===== config.mk =====
export PLATFORM = sky130hd
export DESIGN_NAME = mtl_prep
export DESIGN_NICKNAME = d
export VERILOG_FILES = /design/src/rtl/mtl_pkg.sv /design/src/rtl/mtl_prep.sv
export SDC_FILE = /design/constraint.sdc
export NUM_CORES = 1
export LEC_CHECK = 0
export BUFFER_PORTS_ARGS = -buffer_cell sky130_fd_sc_hd__buf_2
export CAP_MARGIN = 15
export CORE_ASPECT_RATIO = 1.2
export CORE_MARGIN = 2
export CORE_UTILIZATION = 45
export CTS_CLUSTER_DIAMETER = 60
export CTS_CLUSTER_SIZE = 24
export DETAILED_ROUTE_END_ITERATION = 10
export PLACE_DENSITY_LB_ADDON = 0.05
export SKIP_LAST_GASP = 1
export SYNTH_ARGS = -nofsm -noshare
export SYNTH_HDL_FRONTEND = slang
export SYNTH_SLANG_ARGS = --single-unit

===== constraint.sdc =====
create_clock -name clk -period 13.8 [get_ports clk]
set_input_delay 4.14 -clock clk [delete_from_list [all_inputs] [get_ports clk]]
set_output_delay 4.14 -clock clk [all_outputs]
set_load 0.005 [all_outputs]

===== src/rtl/mtl_pkg.sv =====
`timescale 1ns / 1ps
`default_nettype none
// ----------------------------------------------------------------------------
// mtl_pkg
// Shared types and constants for the trapdoor label element pipeline.
// ----------------------------------------------------------------------------
package mtl_pkg;

  localparam int VALUE_W = 16;
  localparam int INDEX_W = 32;
  localparam int PROD_W  = 32;
  localparam int FUNC_W  = 2;

  // Operation selector codes.
  localparam logic [FUNC_W-1:0] FUNC_LABEL = 2'd0;
  localparam logic [FUNC_W-1:0] FUNC_ADD   = 2'd1;
  localparam logic [FUNC_W-1:0] FUNC_SUB   = 2'd2;

  // One item as it moves down the chain. The acc field holds the running
  // residue, or a raw product inside a cell.
  typedef struct packed {
    logic [FUNC_W-1:0]  func;
    logic [INDEX_W-1:0] label_index;
    logic [VALUE_W-1:0] left_value;
    logic [VALUE_W-1:0] right_value;
    logic [PROD_W-1:0]  acc;
    logic [VALUE_W-1:0] operand_value;
  } item_t;

  typedef struct packed {
    logic [VALUE_W-1:0] label_value;
    logic [VALUE_W-1:0] combined_value;
  } result_t;

endpackage : mtl_pkg
`default_nettype wire


===== src/rtl/mtl_prep.sv =====
`timescale 1ns / 1ps
`default_nettype none
// ----------------------------------------------------------------------------
// mtl_prep
// Entry stages: reduce the operand modulo the modulus and load the seed.
// ----------------------------------------------------------------------------
module mtl_prep
  import mtl_pkg::*;
#(
  parameter int MODULUS = 59393
) (
  input  wire logic  clk,
  input  wire logic  rst,
  input  wire logic  en,
  input  wire logic  in_valid,
  input  wire item_t in_item,
  output logic       out_valid,
  output item_t      out_item
);

  localparam logic [63:0]        MU_WIDE = 64'h1_0000_0000 / MODULUS;
  localparam logic [PROD_W-1:0]  MU      = MU_WIDE[PROD_W-1:0];
  localparam logic [VALUE_W-1:0] MOD     = VALUE_W'(MODULUS);

  logic                v1;
  item_t               d1;
  item_t               d1_next;
  item_t               out_item_next;
  logic [PROD_W-1:0]   q1;
  logic [63:0]         qprod;
  logic [47:0]         qm;
  logic [VALUE_W:0]    diff;
  logic [VALUE_W:0]    red;

  assign qprod = 64'(in_item.operand_value) * 64'(MU);
  assign qm    = 48'(q1) * 48'(MOD);
  assign diff  = (VALUE_W+1)'(d1.operand_value) - qm[VALUE_W:0];
  assign red   = (diff >= (VALUE_W+1)'(MOD)) ? diff - (VALUE_W+1)'(MOD) : diff;

  always_comb begin
    d1_next                     = in_item;
    d1_next.acc                 = PROD_W'(in_item.acc[VALUE_W-1:0]);
    out_item_next               = d1;
    out_item_next.operand_value = red[VALUE_W-1:0];
  end

  always_ff @(posedge clk) begin
    if (rst) begin
      v1        <= 1'b0;
      out_valid <= 1'b0;
    end else if (en) begin
      v1        <= in_valid;
      out_valid <= v1;
    end
  end

  always_ff @(posedge clk) begin
    if (en) begin
      d1       <= d1_next;
      q1       <= qprod[63:32];
      out_item <= out_item_next;
    end
  end

endmodule : mtl_prep
`default_nettype wire


### After elaboration in Yosys (flattened, before gate mapping)

Cells that the tools add are included.

| operators by class | value |
|---|---|
| add/subtract/negate cells | 2 |
| multipliers | 2 |
| div/mod/pow operators | 0 |
| order comparisons | 1 |
| eq/ne operators | 0 |
| shifts and indexed selects | 0 |
| multiplexer cells | 1 |
| bitwise operators | 0 |
| reductions and logical operators | 0 |

Operators by type and width:

| operator | count |
|---|---|
| 16-bit by 16-bit multiplier with 32-bit output, second input constant | 1 |
| 17-bit by 16-bit >= comparator with 1-bit output, second input constant | 1 |
| 1-bit by 16-bit multiplier with 17-bit output, second input constant | 1 |
| 16-bit by 17-bit subtractor with 17-bit output | 1 |
| 16-bit two-way mux | 1 |
| 16-bit subtractor, second input constant | 1 |

| storage, ports and cells | value |
|---|---|
| register bits | 199 |
| bits in latches | 0 |
| bits in writable memories | 0 |
| bits in read-only memories | 0 |
| input bits | 118 |
| output and inout port bits | 115 |
| logic and storage cells | 21 |
| memories | 0 |

### Longest topological paths before layout

| logic depth | value |
|---|---|
| word-level depth | 4 |
| gate-level depth with buffers | 21 |
| gate-level depth less buffers | 21 |

### Worst setup path after synthesis

Ideal clock, no wire load.

| timing | value |
|---|---|
| path type | input -> register |
| start point | in in_item[11] (netlist bit) |
| end point | reg q1[0], data pin |
| setup time | 0.260 ns |
| arrival time | 8.550 ns |
| required time | 13.540 ns |
| path slack | 4.990 ns |
| cell stages on the path | 19 |
| path through | ha_1 > inv_1 > fa_1 > inv_1 > fa_1 > fa_1 > fa_1 > inv_1 > fa_1 > inv_1 > ha_1 > a21o_1 > a21o_1 > a21o_1 > a21o_1 > a21oi_1 > nor2_1 > nor3_1 > xnor2_1 |

| between the ends | value |
|---|---|
| word-level cells in the longest chain between the ends | 1 |

Ends and longest elaborated chain:

| item | line | text |
|---|---|---|
| start: declaration | mtl_prep.sv:16 | `input wire item_t in_item,` |
| 16-bit by 16-bit multiplier with 32-bit output | mtl_prep.sv:35 | `assign qprod = 64'(in_item.operand_value) * 64'(MU);` |
| net qprod[32] | mtl_prep.sv:30 | `logic [63:0] qprod;` |
| end signal: assignment | mtl_prep.sv:60 | `q1 <= qprod[63:32];` |
| end: declaration | mtl_prep.sv:29 | `logic [PROD_W-1:0] q1;` |

The timed path passes the listed nets, and every way through them passes these cells.
A chain may end at the register's enable or synchronous reset.

### Final worst setup path

| timing | value |
|---|---|
| start point | in in_item[12] (netlist bit) |
| end point | reg q1[0], data pin |

The elaborated chain is that of the path after synthesis.

==> reports/qor.txt <==
H-tree levels -> 4
Post-Place Cell Area -> 0.0125 mm2
Crit. End Element -> flop
area occupied by multi-input gates -> 0.00446 mm2
# clock sinks -> 199
first-pass GRT wire length -> 32100 um
Clock Skews -> 9.22 ps
Antenna diodes -> 0
final RePlAce weighted congestion -> 0.829
Fill cells -> 2176
RSZ-0062 raised after global routing -> false
hold violation total from the final report -> 0
highest clock rate -> 113 MHz
TritonCTS clock tree -> built
Worst Path Arrival -> 9020 ps
Post-synth EDFFs -> 197
post-synthesis sequential area ratio -> 53.5%
CP max stage delay -> 540 ps
Final setup viols -> 0
synth-to-layout area growth -> 17.6%
max-cap violation count -> 0
Worst path slowest cell -> fa_1
status -> completed
Fin Setup TNS -> 0 ps
total number of vias -> 6164
post_cts resized -> 0
Max Root-Sink Buffers -> 2
min Tclk post-route -> 8850 ps
FF/Latch Area -> 0.00596 mm2
most common cell after layout, fill and taps aside -> buf_2
vias in the first global route -> 6197
clk_lat worst skew -> 420 ps
clock transition at the registers of the reported paths -> 70 ps
FFs w/ async S/R, synth -> 0%
design area -> 0.0131 mm2
grt ovf -> 0
DRC viols -> 0
wire length per cell -> 15.5 um
Vias/cell -> 4.68
share of cells above drive strength 1 -> 24.6%
core box area -> 0.0245 mm2
Cell variety after synth -> 51
# Post-CTS Setup Buffers -> 0
Hold Buf Count CTS -> 0
Die Wd -> 148 um
commonest non-fill, non-tap cells in the layout -> buf_2, edfxtp_1, inv_1
Slew @ Worst Pin -> 943 ps
Final HPWL DP -> 16400 um
cts bufs inserted -> 17
Tcrit/Tclk final -> 64.1%
synthesized area per cell -> 14.6 um2
Root Buffer -> clkbuf_16
Die Y -> 176 um
post-synthesis register bit count -> 199
count of pins over their slew limit -> 0
first drt pass iteration count -> 4
Hold Path Class -> flop to flop
Cells after Synth -> 764
Buffers on Ports -> 200
CP Cell Sequence -> buf_2, ha_1, inv_1, fa_1, inv_1, fa_1, fa_1, fa_1, inv_1, fa_1, inv_1, ha_1, a21o_1, a21o_1, a21o_1, a21o_1, a21oi_1, nor2_1, nor3_1, xnor2_1
die footprint -> 0.0260 mm2
initial core utilization -> 45.4%
Critical Path RT -> 13970 ps
CP startpoint kind -> primary input
number of routed nets with antenna violations -> 0
Worst slew margin -> 37.1%
P_leak -> 0.00602 uW
Most used DFF post-synth -> edfxtp_1
# nets final -> 1311
worst-path fanout max -> 6
initial drt markers -> 251
# IOs -> 233
Buf+Inv Stages, Crit Path -> 5
antenna violations before repair -> 0
Worst VDD drop -> 0.137 mV
most frequent CP cell -> fa_1
Yosys warnings -> 0
placement row count -> 63
Top delay family on crit path -> adder cells
total track usage -> 16.2%
drt total wl -> 20500 um
largest net degree at the start of global routing -> 127
PD cells -> 153 mW/mm2
critical path type -> primary input to flop
Post-Synthesis Cell Area -> 0.0111 mm2
-- synthesized netlist by cell type, drive strengths merged (2+ instances only) --
library cell,count,area [um2]
a31oi,3,18.8
and2,4,25.0
fa,80,1600
nand4,3,18.8
o311ai,2,25.0
xor2,10,87.6
a41o,2,20.0
inv,165,619
mux2i,4,40.0
a21o,15,113
nand2,12,45.0
edfxtp,197,5920
nor2b,2,12.5
nor3,11,65.1
xnor2,21,184
ha,133,1660
a21oi,12,60.1
nand3,3,15.0
a211oi,4,40.0
nor4,4,25.0
or2,2,12.5
dfxtp,2,40.0
nor2,17,63.8
buf,20,146
or3,4,25.0
nand2b,3,18.8
nor3b,2,15.0
o21ai,10,50.0
-- path summary, 6_finish.rpt --
check | from | to | slack [ps] | cells after the start
max | in_item[12] | q1[0] | 4950 | 20
min reg2reg | d1[94] | out_item[94] | 410 | 0
min | d1[94] | out_item[94] | 410 | 0
max reg2reg | d1[0] | out_item[13] | 10050 | 11
-- metal layers --
layer	up-vias	routed length [um]	track usage, %
met5	-	0	0
li1	3014	-	-
met3	19	841	2.53
met4	0	375	5.77
met1	2985	8220	19.3
met2	146	11000	29.8
-- registers in the layout, summed over array words and instances, names as in the netlist --
register / flops
d1: 98
v1: 1
out_item: 98
out_valid: 1
q1: 1
-- report_power, final --
| part | switching (uW) | internal (uW) |
|---|---|---|
| clock network | 219 | 275 |
| logic | 421 | 347 |
| registers | 14.2 | 726 |
-- kinds of logic after synthesis --
logic type | after synthesis | share of synthesized area [%]
flip-flops | 199 | 53.5
adder cells (fa/ha/maj) | 213 | 29.4
other | 1 | 0.0337
buffers and inverters | 185 | 6.88
AND/OR/NAND/NOR | 73 | 3.53
AO/OA/AOI/OAI | 57 | 3.74
multiplexers | 5 | 0.461
XOR/XNOR | 31 | 2.44
-- stage by stage --
stage / worst slack [ps] / cells / hold slack (ps) / power [uW] / util (%)
6_report: 4950 / 1318 / 413 / 2000 / 53.3
3_5_place_dp: 4500 / 1286 / 405 / 1530 / 50.8
3_3_place_gp: 4500 / 1286 / 400 / 1530 / 50.8
2_1_floorplan: 4990 / 779 / 400 / 1320 / -
4_1_cts: 4930 / 1318 / 414 / 2040 / 53.3
5_1_grt: 4770 / 1318 / 416 / 2210 / 53.3
-- layout make-up --
cell class | count | area share, %
Sequential cell | 199 | 45.6
Clock inverter | 15 | 1.43
Clock buffer | 17 | 3.25
Timing Repair Buffer | 202 | 7.84
Inverter | 165 | 4.74
Multi-Input combinational cell | 395 | 34.1
Tap cell | 325 | 3.11
No activity file was read; power rests on OpenSTA's default activity.
