## config.mk

```make
export PLATFORM = sky130hd
export DESIGN_NAME = mtl_cell
export DESIGN_NICKNAME = d
export VERILOG_FILES = /design/src/rtl/mtl_pkg.sv /design/src/rtl/mtl_cell.sv
export SDC_FILE = /design/constraint.sdc
export NUM_CORES = 2
export LEC_CHECK = 0
export BUFFER_PORTS_ARGS = -buffer_cell sky130_fd_sc_hd__buf_2
export CAP_MARGIN = 15
export CORE_AREA = 2 2 228 230
export CTS_BUF_LIST = sky130_fd_sc_hd__clkbuf_4 sky130_fd_sc_hd__clkbuf_8
export CTS_CLUSTER_SIZE = 14
export DETAILED_ROUTE_END_ITERATION = 12
export DIE_AREA = 0 0 230 232
export HOLD_SLACK_MARGIN = 0.06
export PLACE_DENSITY = 0.86
export SETUP_SLACK_MARGIN = 0.05
export SLEW_MARGIN = 20
export SYNTH_ARGS = -nofsm -noshare
export SYNTH_HDL_FRONTEND = slang
export SYNTH_SLANG_ARGS = --single-unit
export TNS_END_PERCENT = 1
```

## constraint.sdc

```tcl
create_clock -name clk -period 8.9 [get_ports clk]
set_clock_uncertainty 0.1 [all_clocks]
set_input_delay 1.78 -clock clk [delete_from_list [all_inputs] [get_ports clk]]
set_output_delay 1.78 -clock clk [all_outputs]
set_load 0.1 [all_outputs]
```

## src/rtl/mtl_pkg.sv

```systemverilog
`timescale 1ns / 1ps
`default_nettype none
// ----------------------------------------------------------------------------
// mtl_pkg
// Shared types and constants for the trapdoor label element pipeline.
// ----------------------------------------------------------------------------
package mtl_pkg;

  localparam int VALUE_W = 16;
  localparam int INDEX_W = 32;
  localparam int PROD_W  = 32;
  localparam int FUNC_W  = 2;

  // Operation selector codes.
  localparam logic [FUNC_W-1:0] FUNC_LABEL = 2'd0;
  localparam logic [FUNC_W-1:0] FUNC_ADD   = 2'd1;
  localparam logic [FUNC_W-1:0] FUNC_SUB   = 2'd2;

  // One item as it moves down the chain. The acc field holds the running
  // residue, or a raw product inside a cell.
  typedef struct packed {
    logic [FUNC_W-1:0]  func;
    logic [INDEX_W-1:0] label_index;
    logic [VALUE_W-1:0] left_value;
    logic [VALUE_W-1:0] right_value;
    logic [PROD_W-1:0]  acc;
    logic [VALUE_W-1:0] operand_value;
  } item_t;

  typedef struct packed {
    logic [VALUE_W-1:0] label_value;
    logic [VALUE_W-1:0] combined_value;
  } result_t;

endpackage : mtl_pkg
`default_nettype wire

```

## src/rtl/mtl_cell.sv

```systemverilog
`timescale 1ns / 1ps
`default_nettype none
// ----------------------------------------------------------------------------
// mtl_cell
// One round: multiply the running residue by the left or right value that
// the chosen index bit picks, then reduce modulo the modulus (Barrett).
// ----------------------------------------------------------------------------
module mtl_cell
  import mtl_pkg::*;
#(
  parameter int MODULUS = 59393,
  parameter int BIT_POS = 0
) (
  input  wire logic  clk,
  input  wire logic  rst,
  input  wire logic  en,
  input  wire logic  in_valid,
  input  wire item_t in_item,
  output logic       out_valid,
  output item_t      out_item
);

  localparam logic [63:0]        MU_WIDE = 64'h1_0000_0000 / MODULUS;
  localparam logic [PROD_W-1:0]  MU      = MU_WIDE[PROD_W-1:0];
  localparam logic [VALUE_W-1:0] MOD     = VALUE_W'(MODULUS);

  logic [VALUE_W-1:0] pick;
  logic               v1;
  logic               v2;
  item_t              d1;
  item_t              d2;
  item_t              d1_next;
  item_t              out_item_next;
  logic [PROD_W-1:0]  q2;
  logic [63:0]        qprod;
  logic [47:0]        qm;
  logic [VALUE_W+1:0] diff;
  logic [VALUE_W+1:0] red;

  assign pick  = in_item.label_index[BIT_POS] ? in_item.left_value : in_item.right_value;
  assign qprod = 64'(d1.acc) * 64'(MU);
  // The quotient estimate is low by at most one, so one subtraction fixes it.
  assign qm    = 48'(q2) * 48'(MOD);
  assign diff  = d2.acc[VALUE_W+1:0] - qm[VALUE_W+1:0];
  assign red   = (diff >= (VALUE_W+2)'(MOD)) ? diff - (VALUE_W+2)'(MOD) : diff;

  always_comb begin
    d1_next           = in_item;
    d1_next.acc       = PROD_W'(in_item.acc[VALUE_W-1:0]) * PROD_W'(pick);
    out_item_next     = d2;
    out_item_next.acc = PROD_W'(red[VALUE_W-1:0]);
  end

  always_ff @(posedge clk) begin
    if (rst) begin
      v1        <= 1'b0;
      v2        <= 1'b0;
      out_valid <= 1'b0;
    end else if (en) begin
      v1        <= in_valid;
      v2        <= v1;
      out_valid <= v2;
    end
  end

  always_ff @(posedge clk) begin
    if (en) begin
      d1       <= d1_next;
      d2       <= d1;
      q2       <= qprod[63:32];
      out_item <= out_item_next;
    end
  end

endmodule : mtl_cell
`default_nettype wire

```

# Yosys cells after proc, flatten, opt, wreduce, memory -nomap -nowiden
# Cells that the tools add are included.
# word_totals
ff_bits,332
inputBits,118
out_inout_bits,115
elab_cells,30
# classes
addsub,2
multipliers,3
order_cmp,1
mux,2
# op_table
operator,count
"multiplier 32 x 16 -> 48 bit, second input constant",1
multiplier 16 x 16 -> 32 bit,1
two-way mux 16 bit,2
">= comparator 18 x 16 -> 1 bit, second input constant",1
"multiplier 17 x 16 -> 18 bit, second input constant",1
subtractor 18 bit,1
"subtractor 16 bit, second input constant",1

# Longest topological paths before layout
# logic_depth
word_depth,4
ltp_mapped,28
ltp_nobuf,25

# Worst setup path after synthesis
# Ideal clock, no wire load.
# synth_timing
path_type,input port to flip-flop
start,input in_item[80] (netlist bit)
end,register d1[47] (netlist bit) (data pin)
setup_time_ps,264
arrival_ps,8501
required_ps,8536
slack_ps,35
path_stages,28
path_buffers,3
path_cell_list,clkbuf_1 > clkbuf_1 > mux2_2 > clkbuf_1 > nand2_1 > fa_1 > inv_1 > fa_1 > inv_1 > fa_1 > inv_1 > fa_1 > fa_1 > inv_1 > fa_1 > inv_1 > ha_1 > a21o_1 > a21oi_1 > o2111ai_1 > a31oi_2 > o31ai_1 > a211o_1 > a21oi_2 > o21ai_1 > a41o_1 > o41ai_2 > xnor2_1
# synth_lines
item,line,source
"start, declared",mtl_cell.sv:18,"input wire item_t in_item,"
"end signal, assigned",mtl_cell.sv:68,d1 <= d1_next;
"end, declared",mtl_cell.sv:30,item_t d1;

==> summary.txt <==
Cells and area
  • Final nets: 3466
  • Fillers: 3684
  • Layout cells sized above 1: approximately an eighth
  • Area Growth Syn to Fin: 10.59%
  • Storage cell area: 9940 um^2
  • Post-route cell area: 31850 um^2
  • Multi-input logic area: 16670 um^2
  • Most frequent cells in the layout: inv_1, fa_1, ha_1, edfxtp_1, buf_2
  • Most common cell after layout, fill and taps aside: inv_1

Yosys
  • Top post-synthesis cells by area: edfxtp_1, fa_1, ha_1, inv_1, nand2_1
  • Largest area contributor in the netlist: edfxtp_1
  • Largest family of logic cells by synthesized area: adder cells
  • Seq/Total Area, Yosys: 34.51%
  • Post-Synth Simple-Gate Area: 6.708%
  • Syn Inst Count: 2338
  • Post-Synth XOR/XNOR Area: 2.429%
  • Syn_area_per_cell: about 12 um^2
  • Share of the synthesized area in the top cell type: about a third
  • Ys Warns: 0
  • Cell variety after synth: 64
  • #FFs+latches synth: 332
  • Mux cell area share after synthesis: 0.7559%
  • Ys flop type: edfxtp_1
  • Fraction of the mapped netlist area in compound gates: 3.871%
  • Async set-or-reset flop fraction in the synthesized netlist: 0%
  • EDFF count, synth: 329
  • Cell area after synthesis: between 20000 and 30000 um^2
  • Adder-Cell Fraction of Synth Area: 43.90%

Worst setup path
  • Critical path arrival: ~8.6 ns
  • Setup crit end kind: flip-flop
  • Startpoint class of the critical path: input port
  • WS Path Type: in -> reg
  • R2R depth: 20
  • RR Endpoint: q2[15]
  • Crit path required time: between 9 and 10 ns
  • Reg2reg start: d1[43]
  • Max FO, Critical Path: 13
  • R2R setup slack: 2.15 ns

Clock tree
  • CTS clk-pin slew, worst paths: 0.06 ns
  • Post-CTS Setup Inserts: 0
  • H-tree lvl count: 2
  • CTS tree: done
  • Root buf cell: clkbuf_8
  • Worst-Skew Late Latency: 0.67 ns
  • Clock sinks: 332
  • Number of buffers created by CTS: 55
  • Clock Tree Buf Depth: 3
  • Cts hold-fix bufs: 0
  • Post-CTS Resized: 0

Floorplan
  • I/O pin total: about 230
  • Die area: 53360 um^2
  • # rows: 83
  • Die boundary width: 230 um
  • Core area: around 50000 um^2
  • Starting Density: 56.60%
  • Die Y: 232 um

Run
  • Max-cap violations: 0

Global routing
  • Largest net degree at the start of global routing: 206
  • Global-route wire length before repair: 94390 um
  • Total grt overflow: 0
  • M1 GR Usage: 27.94%
  • Vias in the first global route: 19170
  • Met2 GRT Util: 38.97%
  • Initial antenna violation count: 1
  • Grt met3 use: about 3.9%
  • Global Route Usage Sum: 22.34%
  • Gr busiest metal: met2

Drt
  • DRC Markers: 0
  • Total routed wirelength: just under 60000 um
  • Vias per cell: between 5 and 6
  • Via count: 17690
  • Drt initial violations: 892
  • DR WL/cell: between 15 and 20 um
  • Post-route ant nets: 0
  • Pre-antenna DRT Iters: 5

Placement
  • Dpl hpwl: approximately 47000 um
  • PortBufs: 200
  • RePlAce Congestion: 0.8944
  • Post-DP Area: 30650 um^2

Timing
  • FMAX: 120.4 MHz
  • Max-slew violations: 0
  • Unrepaired setup endpoints after global routing: no
  • Slew HR: roughly 30%
  • Setup TNS: 0 ns
  • Final setup violation count: 0
  • Final Cycle Share: 93.35%
  • Final hold vios: 0
  • Worst Max-Slew Pin Slew: about 1.1 ns
  • Tmin final: 8.308 ns

Status
  • Outcome: finished clean

Min path
  • Hold Path Depth: 0
  • Hold Crit Start: d2[11]
  • Min-delay worst type: reg -> reg
  • Hold endpoint: out_item[11]
==> worst max path at each step <==
stage / startpoint / to / cells past startpoint
finish: in_item[80] / d1[47] / 25
CTS: in_item[80] / d1[47] / 25
detailed placement: in_item[80] / d1[47] / 25
global route: in_item[80] / d1[47] / 25
global placement: in_item[80] / d1[47] / 25
floorplan: in_item[80] / d1[47] / 28
==> worst max-delay path, stage by stage <==
cell and delay (ns):
buf_2 0.33, mux2i_1 0.66, buf_4 0.27, nor2b_1 0.07, fa_1 0.51, inv_1 0.05, fa_1 0.47, inv_1 0.06
fa_1 0.48, fa_1 0.50, fa_1 0.49, inv_1 0.05, fa_1 0.47, inv_1 0.04, ha_1 0.33, a21oi_1 0.23
o2111ai_1 0.20, a31oi_2 0.27, o31ai_1 0.16, a211o_1 0.30, a21oi_2 0.18, o21ai_1 0.10, a41o_1 0.27, o41ai_2 0.23
xnor2_1 0.12
==> metal layers <==
layer,up-vias,wire [um]
li1,7975,-
met1,8932,22330
met2,613,30340
met3,168,3650
met4,0,1984
met5,-,0
==> cells in the mapped netlist, types with 26 or more instances <==
library cell,count
a21oi_1,51
and2_1,77
clkbuf_1,34
edfxtp_1,329
fa_1,406
ha_1,361
inv_1,530
nand2_1,157
nor2_1,45
nor2b_1,46
o21ai_0,28
xnor2_1,52
xor2_1,26
==> logic make-up after synthesis <==
logic type | after synthesis
DFF | 332
muxes | 20
adders and majority gates | 767
buffers and inverters | 581
xor gates and xnor gates | 79
other | 1
AOI/OAI and AO/OA | 166
and+or+nand+nor | 392
==> layout make-up <==
cell class                 instances  area share (%)
timing repair buffer             222           3.771
clock buffer                      68           2.683
sequential                       332           31.21
antenna                            1        0.007857
tap                              680           2.671
multi-input combinational       1440           52.33
inverter                         530           6.246
clock inverter                    36           1.080
==> registers in the layout (all words and copies together) (netlist names) <==
name / count
q2: 17
d2: 100
out_valid: 1
d1: 114
out_item: 98
v1: 1
v2: 1
==> metrics by stage <==
step	util (%)	setup WS, ns	instances	hold slack (ns)
5_1_grt	62.59	0.3561	3309	0.3165
6_report	62.59	0.5923	3309	0.3085
3_3_place_gp	60.23	0.09110	3204	0.3004
4_1_cts	62.59	0.6966	3308	0.3009
3_5_place_dp	60.23	0.03691	3204	0.3045
2_1_floorplan	-	0.1714	2353	0.3003
Power is not shown: default switching activity piles up to over one toggle a cycle in this logic, so the estimate is an artifact.
