File: config.mk
export PLATFORM = sky130hd
export DESIGN_NAME = mtl_combine
export DESIGN_NICKNAME = d
export VERILOG_FILES = /design/src/rtl/mtl_pkg.sv /design/src/rtl/mtl_combine.sv
export SDC_FILE = /design/constraint.sdc
export NUM_CORES = 1
export LEC_CHECK = 0
export BUFFER_PORTS_ARGS = -buffer_cell sky130_fd_sc_hd__buf_2
export CAP_MARGIN = 20
export CORE_UTILIZATION = 53
export DETAILED_ROUTE_END_ITERATION = 16
export PLACE_DENSITY = 0.93
export SLEW_MARGIN = 20
export SYNTH_ARGS = -nofsm -noshare
export SYNTH_HDL_FRONTEND = slang
export SYNTH_SLANG_ARGS = --single-unit
File: constraint.sdc
create_clock -name clk -period 5 [get_ports clk]
set_clock_uncertainty 0.2 [all_clocks]
set_input_delay 0.75 -clock clk [delete_from_list [all_inputs] [get_ports clk]]
set_output_delay 0.75 -clock clk [all_outputs]
set_load 0.01 [all_outputs]
File: src/rtl/mtl_pkg.sv
`timescale 1ns / 1ps
`default_nettype none
// ----------------------------------------------------------------------------
// mtl_pkg
// Shared types and constants for the trapdoor label element pipeline.
// ----------------------------------------------------------------------------
package mtl_pkg;

  localparam int VALUE_W = 16;
  localparam int INDEX_W = 32;
  localparam int PROD_W  = 32;
  localparam int FUNC_W  = 2;

  // Operation selector codes.
  localparam logic [FUNC_W-1:0] FUNC_LABEL = 2'd0;
  localparam logic [FUNC_W-1:0] FUNC_ADD   = 2'd1;
  localparam logic [FUNC_W-1:0] FUNC_SUB   = 2'd2;

  // One item as it moves down the chain. The acc field holds the running
  // residue, or a raw product inside a cell.
  typedef struct packed {
    logic [FUNC_W-1:0]  func;
    logic [INDEX_W-1:0] label_index;
    logic [VALUE_W-1:0] left_value;
    logic [VALUE_W-1:0] right_value;
    logic [PROD_W-1:0]  acc;
    logic [VALUE_W-1:0] operand_value;
  } item_t;

  typedef struct packed {
    logic [VALUE_W-1:0] label_value;
    logic [VALUE_W-1:0] combined_value;
  } result_t;

endpackage : mtl_pkg
`default_nettype wire

File: src/rtl/mtl_combine.sv
`timescale 1ns / 1ps
`default_nettype none
// ----------------------------------------------------------------------------
// mtl_combine
// Final stage: form the label and apply the modular add or subtract, or pass the label on.
// ----------------------------------------------------------------------------
module mtl_combine
  import mtl_pkg::*;
#(
  parameter int MODULUS = 59393
) (
  input  wire logic  clk,
  input  wire logic  rst,
  input  wire logic  en,
  input  wire logic  in_valid,
  input  wire item_t in_item,
  output logic       out_valid,
  output result_t    out_result
);

  localparam logic [VALUE_W:0] MOD = (VALUE_W+1)'(MODULUS);

  logic [VALUE_W-1:0] label;
  logic [VALUE_W:0]   sum;
  logic [VALUE_W:0]   comb;

  assign label = in_item.acc[VALUE_W-1:0];
  assign sum   = (VALUE_W+1)'(in_item.operand_value) + (VALUE_W+1)'(label);

  always_comb begin
    case (in_item.func)
      FUNC_ADD: begin
        comb = (sum >= MOD) ? sum - MOD : sum;
      end
      FUNC_SUB: begin
        if (in_item.operand_value >= label) begin
          comb = (VALUE_W+1)'(in_item.operand_value - label);
        end else begin
          comb = (VALUE_W+1)'(in_item.operand_value) + MOD - (VALUE_W+1)'(label);
        end
      end
      default: begin
        comb = (VALUE_W+1)'(label);
      end
    endcase
  end

  always_ff @(posedge clk) begin
    if (rst) begin
      out_valid <= 1'b0;
    end else if (en) begin
      out_valid <= in_valid;
    end
  end

  always_ff @(posedge clk) begin
    if (en) begin
      out_result.label_value    <= label;
      out_result.combined_value <= comb[VALUE_W-1:0];
    end
  end

endmodule : mtl_combine
`default_nettype wire

==> Yosys cells after proc, flatten, opt, wreduce, memory -nomap -nowiden <==
Cells that the tools add are included.
{ "totals": {"regBits": 33, "out_inout_bits": 33, "elab_cells": 15} }
{ "op_classes": {"n_lt_le_gt_ge": 2, "mux": 3, "add_sub_neg": 5, "eq_ne": 2} }
{ "ops": {"columns": ["operator", "n"], "rows": [
  ["16-bit 2-to-1 mux", 2],
  ["16-bit case mux with 2 select lines", 1],
  ["16-bit subtractor", 2],
  ["16-bit by 16-bit adder with 17-bit output", 1],
  ["17-bit by 16-bit >= comparator with 1-bit output, second input constant", 1],
  ["16-bit adder, second input constant", 1],
  ["16-bit >= comparator", 1],
  ["16-bit subtractor, second input constant", 1],
  ["2-bit by 1-bit equality test with 1-bit output, second input constant", 1],
  ["2-bit equality test, second input constant", 1]
]} }

==> Depth between registers and ports, before layout <==
{ "depth": {"ltp_word": 4, "mapped_depth": 15, "mapped_depth_nobuf": 14} }

==> Worst setup path after synthesis <==
Ideal clock, no wire load.
{ "synth_path": {"path_kind": "input -> register", "from": "input port in_item[0] in the netlist's numbering", "to": "register out_result[0] in the netlist's numbering, data pin", "arrival_time_ns": 3.916, "slack_ns": 0.610, "required_time_ns": 4.525, "n_path_buf": 1, "path_stages": 13, "setup_time_ns": 0.275, "cell_sequence": "ha_1 -> fa_1 -> nor2b_1 -> o211ai_1 -> a21boi_0 -> or3_4 -> or4b_4 -> o41a_1 -> nor3_2 -> buf_6 -> nor2_1 -> xnor2_1 -> o221ai_1"} }
{ "synth_via": {"elab_chain_len": 4, "word_cells_on_any_way": 10, "cone_classes": "5 x add/sub; 2 x order compare; 3 x mux"} }
{ "synth_lines": {"columns": ["item", "line_no", "text"], "rows": [
  ["start, declared", "mtl_combine.sv:16", "input wire item_t in_item,"],
  ["16-bit adder / 16-bit by 16-bit adder with 17-bit output (equally long branches)", "mtl_combine.sv:39, mtl_combine.sv:28", null],
  ["16-bit subtractor, or another cell as far along", "mtl_combine.sv:39", "comb = (VALUE_W+1)'(in_item.operand_value) + MOD - (VALUE_W+1)'(label);"],
  ["16-bit 2-to-1 mux, on equally long branches", "mtl_combine.sv:36, mtl_combine.sv:33", null],
  ["16-bit case mux with 2 select lines *", "mtl_combine.sv:31", "case (in_item.func)"],
  ["via comb[0]", "mtl_combine.sv:25", "logic [VALUE_W:0] comb;"],
  ["end, declared", "mtl_combine.sv:18", "output result_t out_result"]
]} }
The timed path passes the listed nets; every way through them passes the cells marked *.
A chain may end at the register's enable or synchronous reset.

==> Worst setup path in the final report <==
{ "layout_path": {"from": "input port in_item[16] in the netlist's numbering", "to": "register out_result[2] in the netlist's numbering, data pin"} }
{ "layout_via": {"elab_chain_len": 4, "word_cells_on_any_way": 9, "cone_classes": "4 x add/sub; 2 x order compare; 3 x mux"} }
{ "layout_lines": {"columns": ["item", "line_no", "text"], "rows": [
  ["16-bit by 16-bit adder with 17-bit output", "mtl_combine.sv:28", "assign sum = (VALUE_W+1)'(in_item.operand_value) + (VALUE_W+1)'(label);"],
  ["16-bit subtractor / 17-bit by 16-bit >= comparator with 1-bit output (equally long branches)", "mtl_combine.sv:33", "comb = (sum >= MOD) ? sum - MOD : sum;"],
  ["16-bit 2-to-1 mux", "mtl_combine.sv:33", null],
  ["16-bit case mux with 2 select lines *", "mtl_combine.sv:31", null],
  ["via comb[2]", "mtl_combine.sv:25", null]
]} }
Marks and branches as above.

==> metrics.md <==
| Metric | Value |
|---|---|
| Pre-CTS setup slack | `0.105 ns` |
| Syn Inst Count | `536` |
| Hold-fix buffers, CTS | `0` |
| Max Cap Viol | `0` |
| First-pass GRT wire length | `20300 um` |
| Post-layout minimum cycle time | `4.67 ns` |
| Cell Rows | `33` |
| Number of enable flip-flop cells after synthesis | `32` |
| Post-synth top area cell | `edfxtp_1` |
| Critical path peak fanout | `10` |
| Routed len/inst | `17.6 um` |
| Setup TNS | `0 ns` |
| Worst Setup End Kind | `register` |
| Gr usage total | `0.294` |
| # clock sinks | `33` |
| Multi-input gate area | `0.00324 mm^2` |
| Number of CTS-inserted buffers | `5` |
| Layout cells sized above 1 | `0.187` |
| Pre-antenna DRT Iters | `5` |
| Cell variety after synth | `71` |
| Post-Syn Nets | `722` |
| Die Ht | `94.8 um` |
| Finish-stage setup viols | `0` |
| LEAKAGE | `2.33 nW` |
| Port bufs | `70` |
| Register area | `981 um^2` |
| Clock latency on the worst-skew pair | `0.29 ns` |
| Primary FF master, synth | `edfxtp_1` |
| R2R Path Start | `out_valid` |
| Clock Root Buffer | `clkbuf_8` |
| Diode count | `0` |
| Slew Viols, Final | `0` |
| CTS tree | `built` |
| Seq/Total Area, Yosys | `0.215` |
| RSZ-0062 raised after global routing | `false` |
| Worst setup margin | `0.325 ns` |
| Synth area leaders | `edfxtp_1 21%, ha_1 15%, xnor2_1 6.1%` |
| Overall power | `0.00133 W` |
| Via density per instance | `6.12` |
| GPL Wtd Cong | `0.902` |
| DIE AREA | `0.00898 mm^2` |
| Core Footprint | `0.00826 mm^2` |
| DIE WIDTH | `94.8 um` |
| Data arrival, critical path | `4.52 ns` |
| Number of synthesized register bits | `33` |
| RR Endpoint | `out_valid` |
| Final #Nets | `799` |
| Hold Crit Start | `out_valid` |
| Post-Syn Area per Cell | `8.51 um^2` |
| Post-route ant nets | `0` |
| Layout overhead on the synthesized area | `14.9%` |
| CP Class | `in2reg` |
| CP Launch Type | `input port` |
| # DRC | `0` |
| Largest net degree at the start of global routing | `34` |
| Period utilization | `0.935` |
| Reg clk slew, reported paths | `0.08 ns` |
| Io pins | `151` |
| Initial DRC Count | `394` |
| Status | `complete, no violations` |
| Detail Placement HPWL | `9740 um` |
| Starting Density | `0.552` |
| FMAX | `0.214 GHz` |
| WHS Path Cells | `2` |
| Most frequent cells after synthesis | `65 x inv_1, 55 x ha_1, 40 x nand2_1, 38 x nor2_1` |
| H-tree Lvls | `2` |
| Vias in the first global route | `4200` |
| Hold Fails Final Rpt | `0` |
| Mapped Area | `0.00456 mm^2` |
| Pwr/cell area | `254 mW/mm^2` |
| Slew headroom | `0.462` |
| Antenna violations before repair | `0` |
| Peak supply drop | `126 uV` |
| HP Class | `reg2reg` |
| Vias | `4398` |
| Most instantiated library cell after synthesis | `inv_1` |
| Reg-to-reg slack, setup | `4.22 ns` |
| Grt ovf | `0` |
| Asr flop ratio synth | `0` |
| Measured slew at the worst slew-check pin | `0.807 ns` |
| Clock tree buffer depth | `2` |
| DRT Wirelength | `12700 um` |
| Fillers | `698` |
| Area fraction of the dominant cell type after synthesis | `0.211` |
| YS warnings | `0` |
| Required @ worst endpoint | `4.85 ns` |
| Worst Hold End | `out_valid` |
| R2R depth | `2` |
## stage by stage
stage	std cells	utilization	cell area, um^2	hold slack [ns]
finish	719	0.634	5240	0.296
global route	719	0.634	5240	0.346
CTS	719	0.633	5230	0.303
detailed placement	711	0.617	5100	0.284
global placement	711	0.617	5100	0.266
floorplan	536	-	4560	0.328
## logic make-up (layout without fill, tap and decap cells)
group | count (synthesis) | count (layout) | share of synthesized area
AO/OA/AOI/OAI | 133 | 133 | 0.211
flip-flops | 33 | 33 | 0.215
AND/OR/NAND/NOR | 161 | 161 | 0.181
adder cells (fa/ha/maj) | 68 | 68 | 0.208
XOR/XNOR | 46 | 46 | 0.0883
multiplexers | 9 | 9 | 0.0198
buffers and inverters | 86 | 164 | 0.0765
## final cells by class
class,count,share of cell area
tap,105,0.0251
multi-input combinational,417,0.619
clock buffer,5,0.0131
clock inverter,3,0.0124
sequential,33,0.187
inverter,66,0.0473
timing repair buffer,90,0.0955
## power by group
group,switching [W],internal [W]
sequential,0.00000610,0.000339
combinational,0.000393,0.000270
clock,0.000123,0.000198
## what timing repair did
action,CTS,global route
gates resized for setup,0,1
setup endpoints to repair,0,1
buffers inserted,0,0
## critical path, stage by stage
cell and delay (ns):
buf_2 0.13, ha_1 0.22, fa_1 0.44, nor2b_1 0.16, o211ai_1 0.28, a21boi_0 0.20, or3_4 0.36, or4b_4 0.54
o41a_1 0.41, nor3_2 0.24, buf_4 0.22, nor3b_1 0.08, xnor2_1 0.17, o311a_1 0.31
## routing by layer
layer  routed length [um]  vias to the layer above  part of all wire  track usage
li1                     -                     2056                 -            -
met1                 5150                     2082              0.41        0.349
met2                 6200                      223              0.49        0.516
met3                  892                       37             0.071       0.0539
met4                  401                        0             0.032        0.124
met5                    0                        -                 0            0
## state kept, by name, indices dropped and copies added (netlist names)
signal	count
out_valid	1
out_result	32
## how the worst max path moves through the flow
| stage | from | to | depth (start not counted) |
|---|---|---|---|
| floorplan | in_item[0] | out_result[0] | 13 |
| global placement | in_item[16] | out_result[8] | 15 |
| detailed placement | in_item[16] | out_result[8] | 15 |
| CTS | in_item[16] | out_result[8] | 15 |
| global route | in_item[16] | out_result[8] | 15 |
| finish | in_item[16] | out_result[2] | 14 |
## cells in the final DEF (no fill, tap or decap), types with 4 or more instances in the layout
master    Yosys  layout
o21a_1        4       4
mux2i_1       9       9
or2_2         4       4
o221ai_1      6       6
a31oi_1       7       7
nand2b_1      4       4
inv_1        65      65
clkbuf_8      0       5
buf_4         2      20
nor3_1       16      16
nor3b_1       6       6
nand2_1      40      40
nand3_1      12      12
a211oi_1      6       6
fa_1         13      13
ha_1         55      55
edfxtp_1     32      32
o21ai_0      18      18
nor2b_1      14      14
o211ai_1     11      11
a21o_1        4       4
nor4_1        5       5
buf_2         3      70
or3_1         5       5
nor2_1       38      38
a21oi_1      26      26
o31a_1        4       4
o21bai_1      5       5
xor2_1       14      13
xnor2_1      32      32
(Power assumes the default switching activity.)
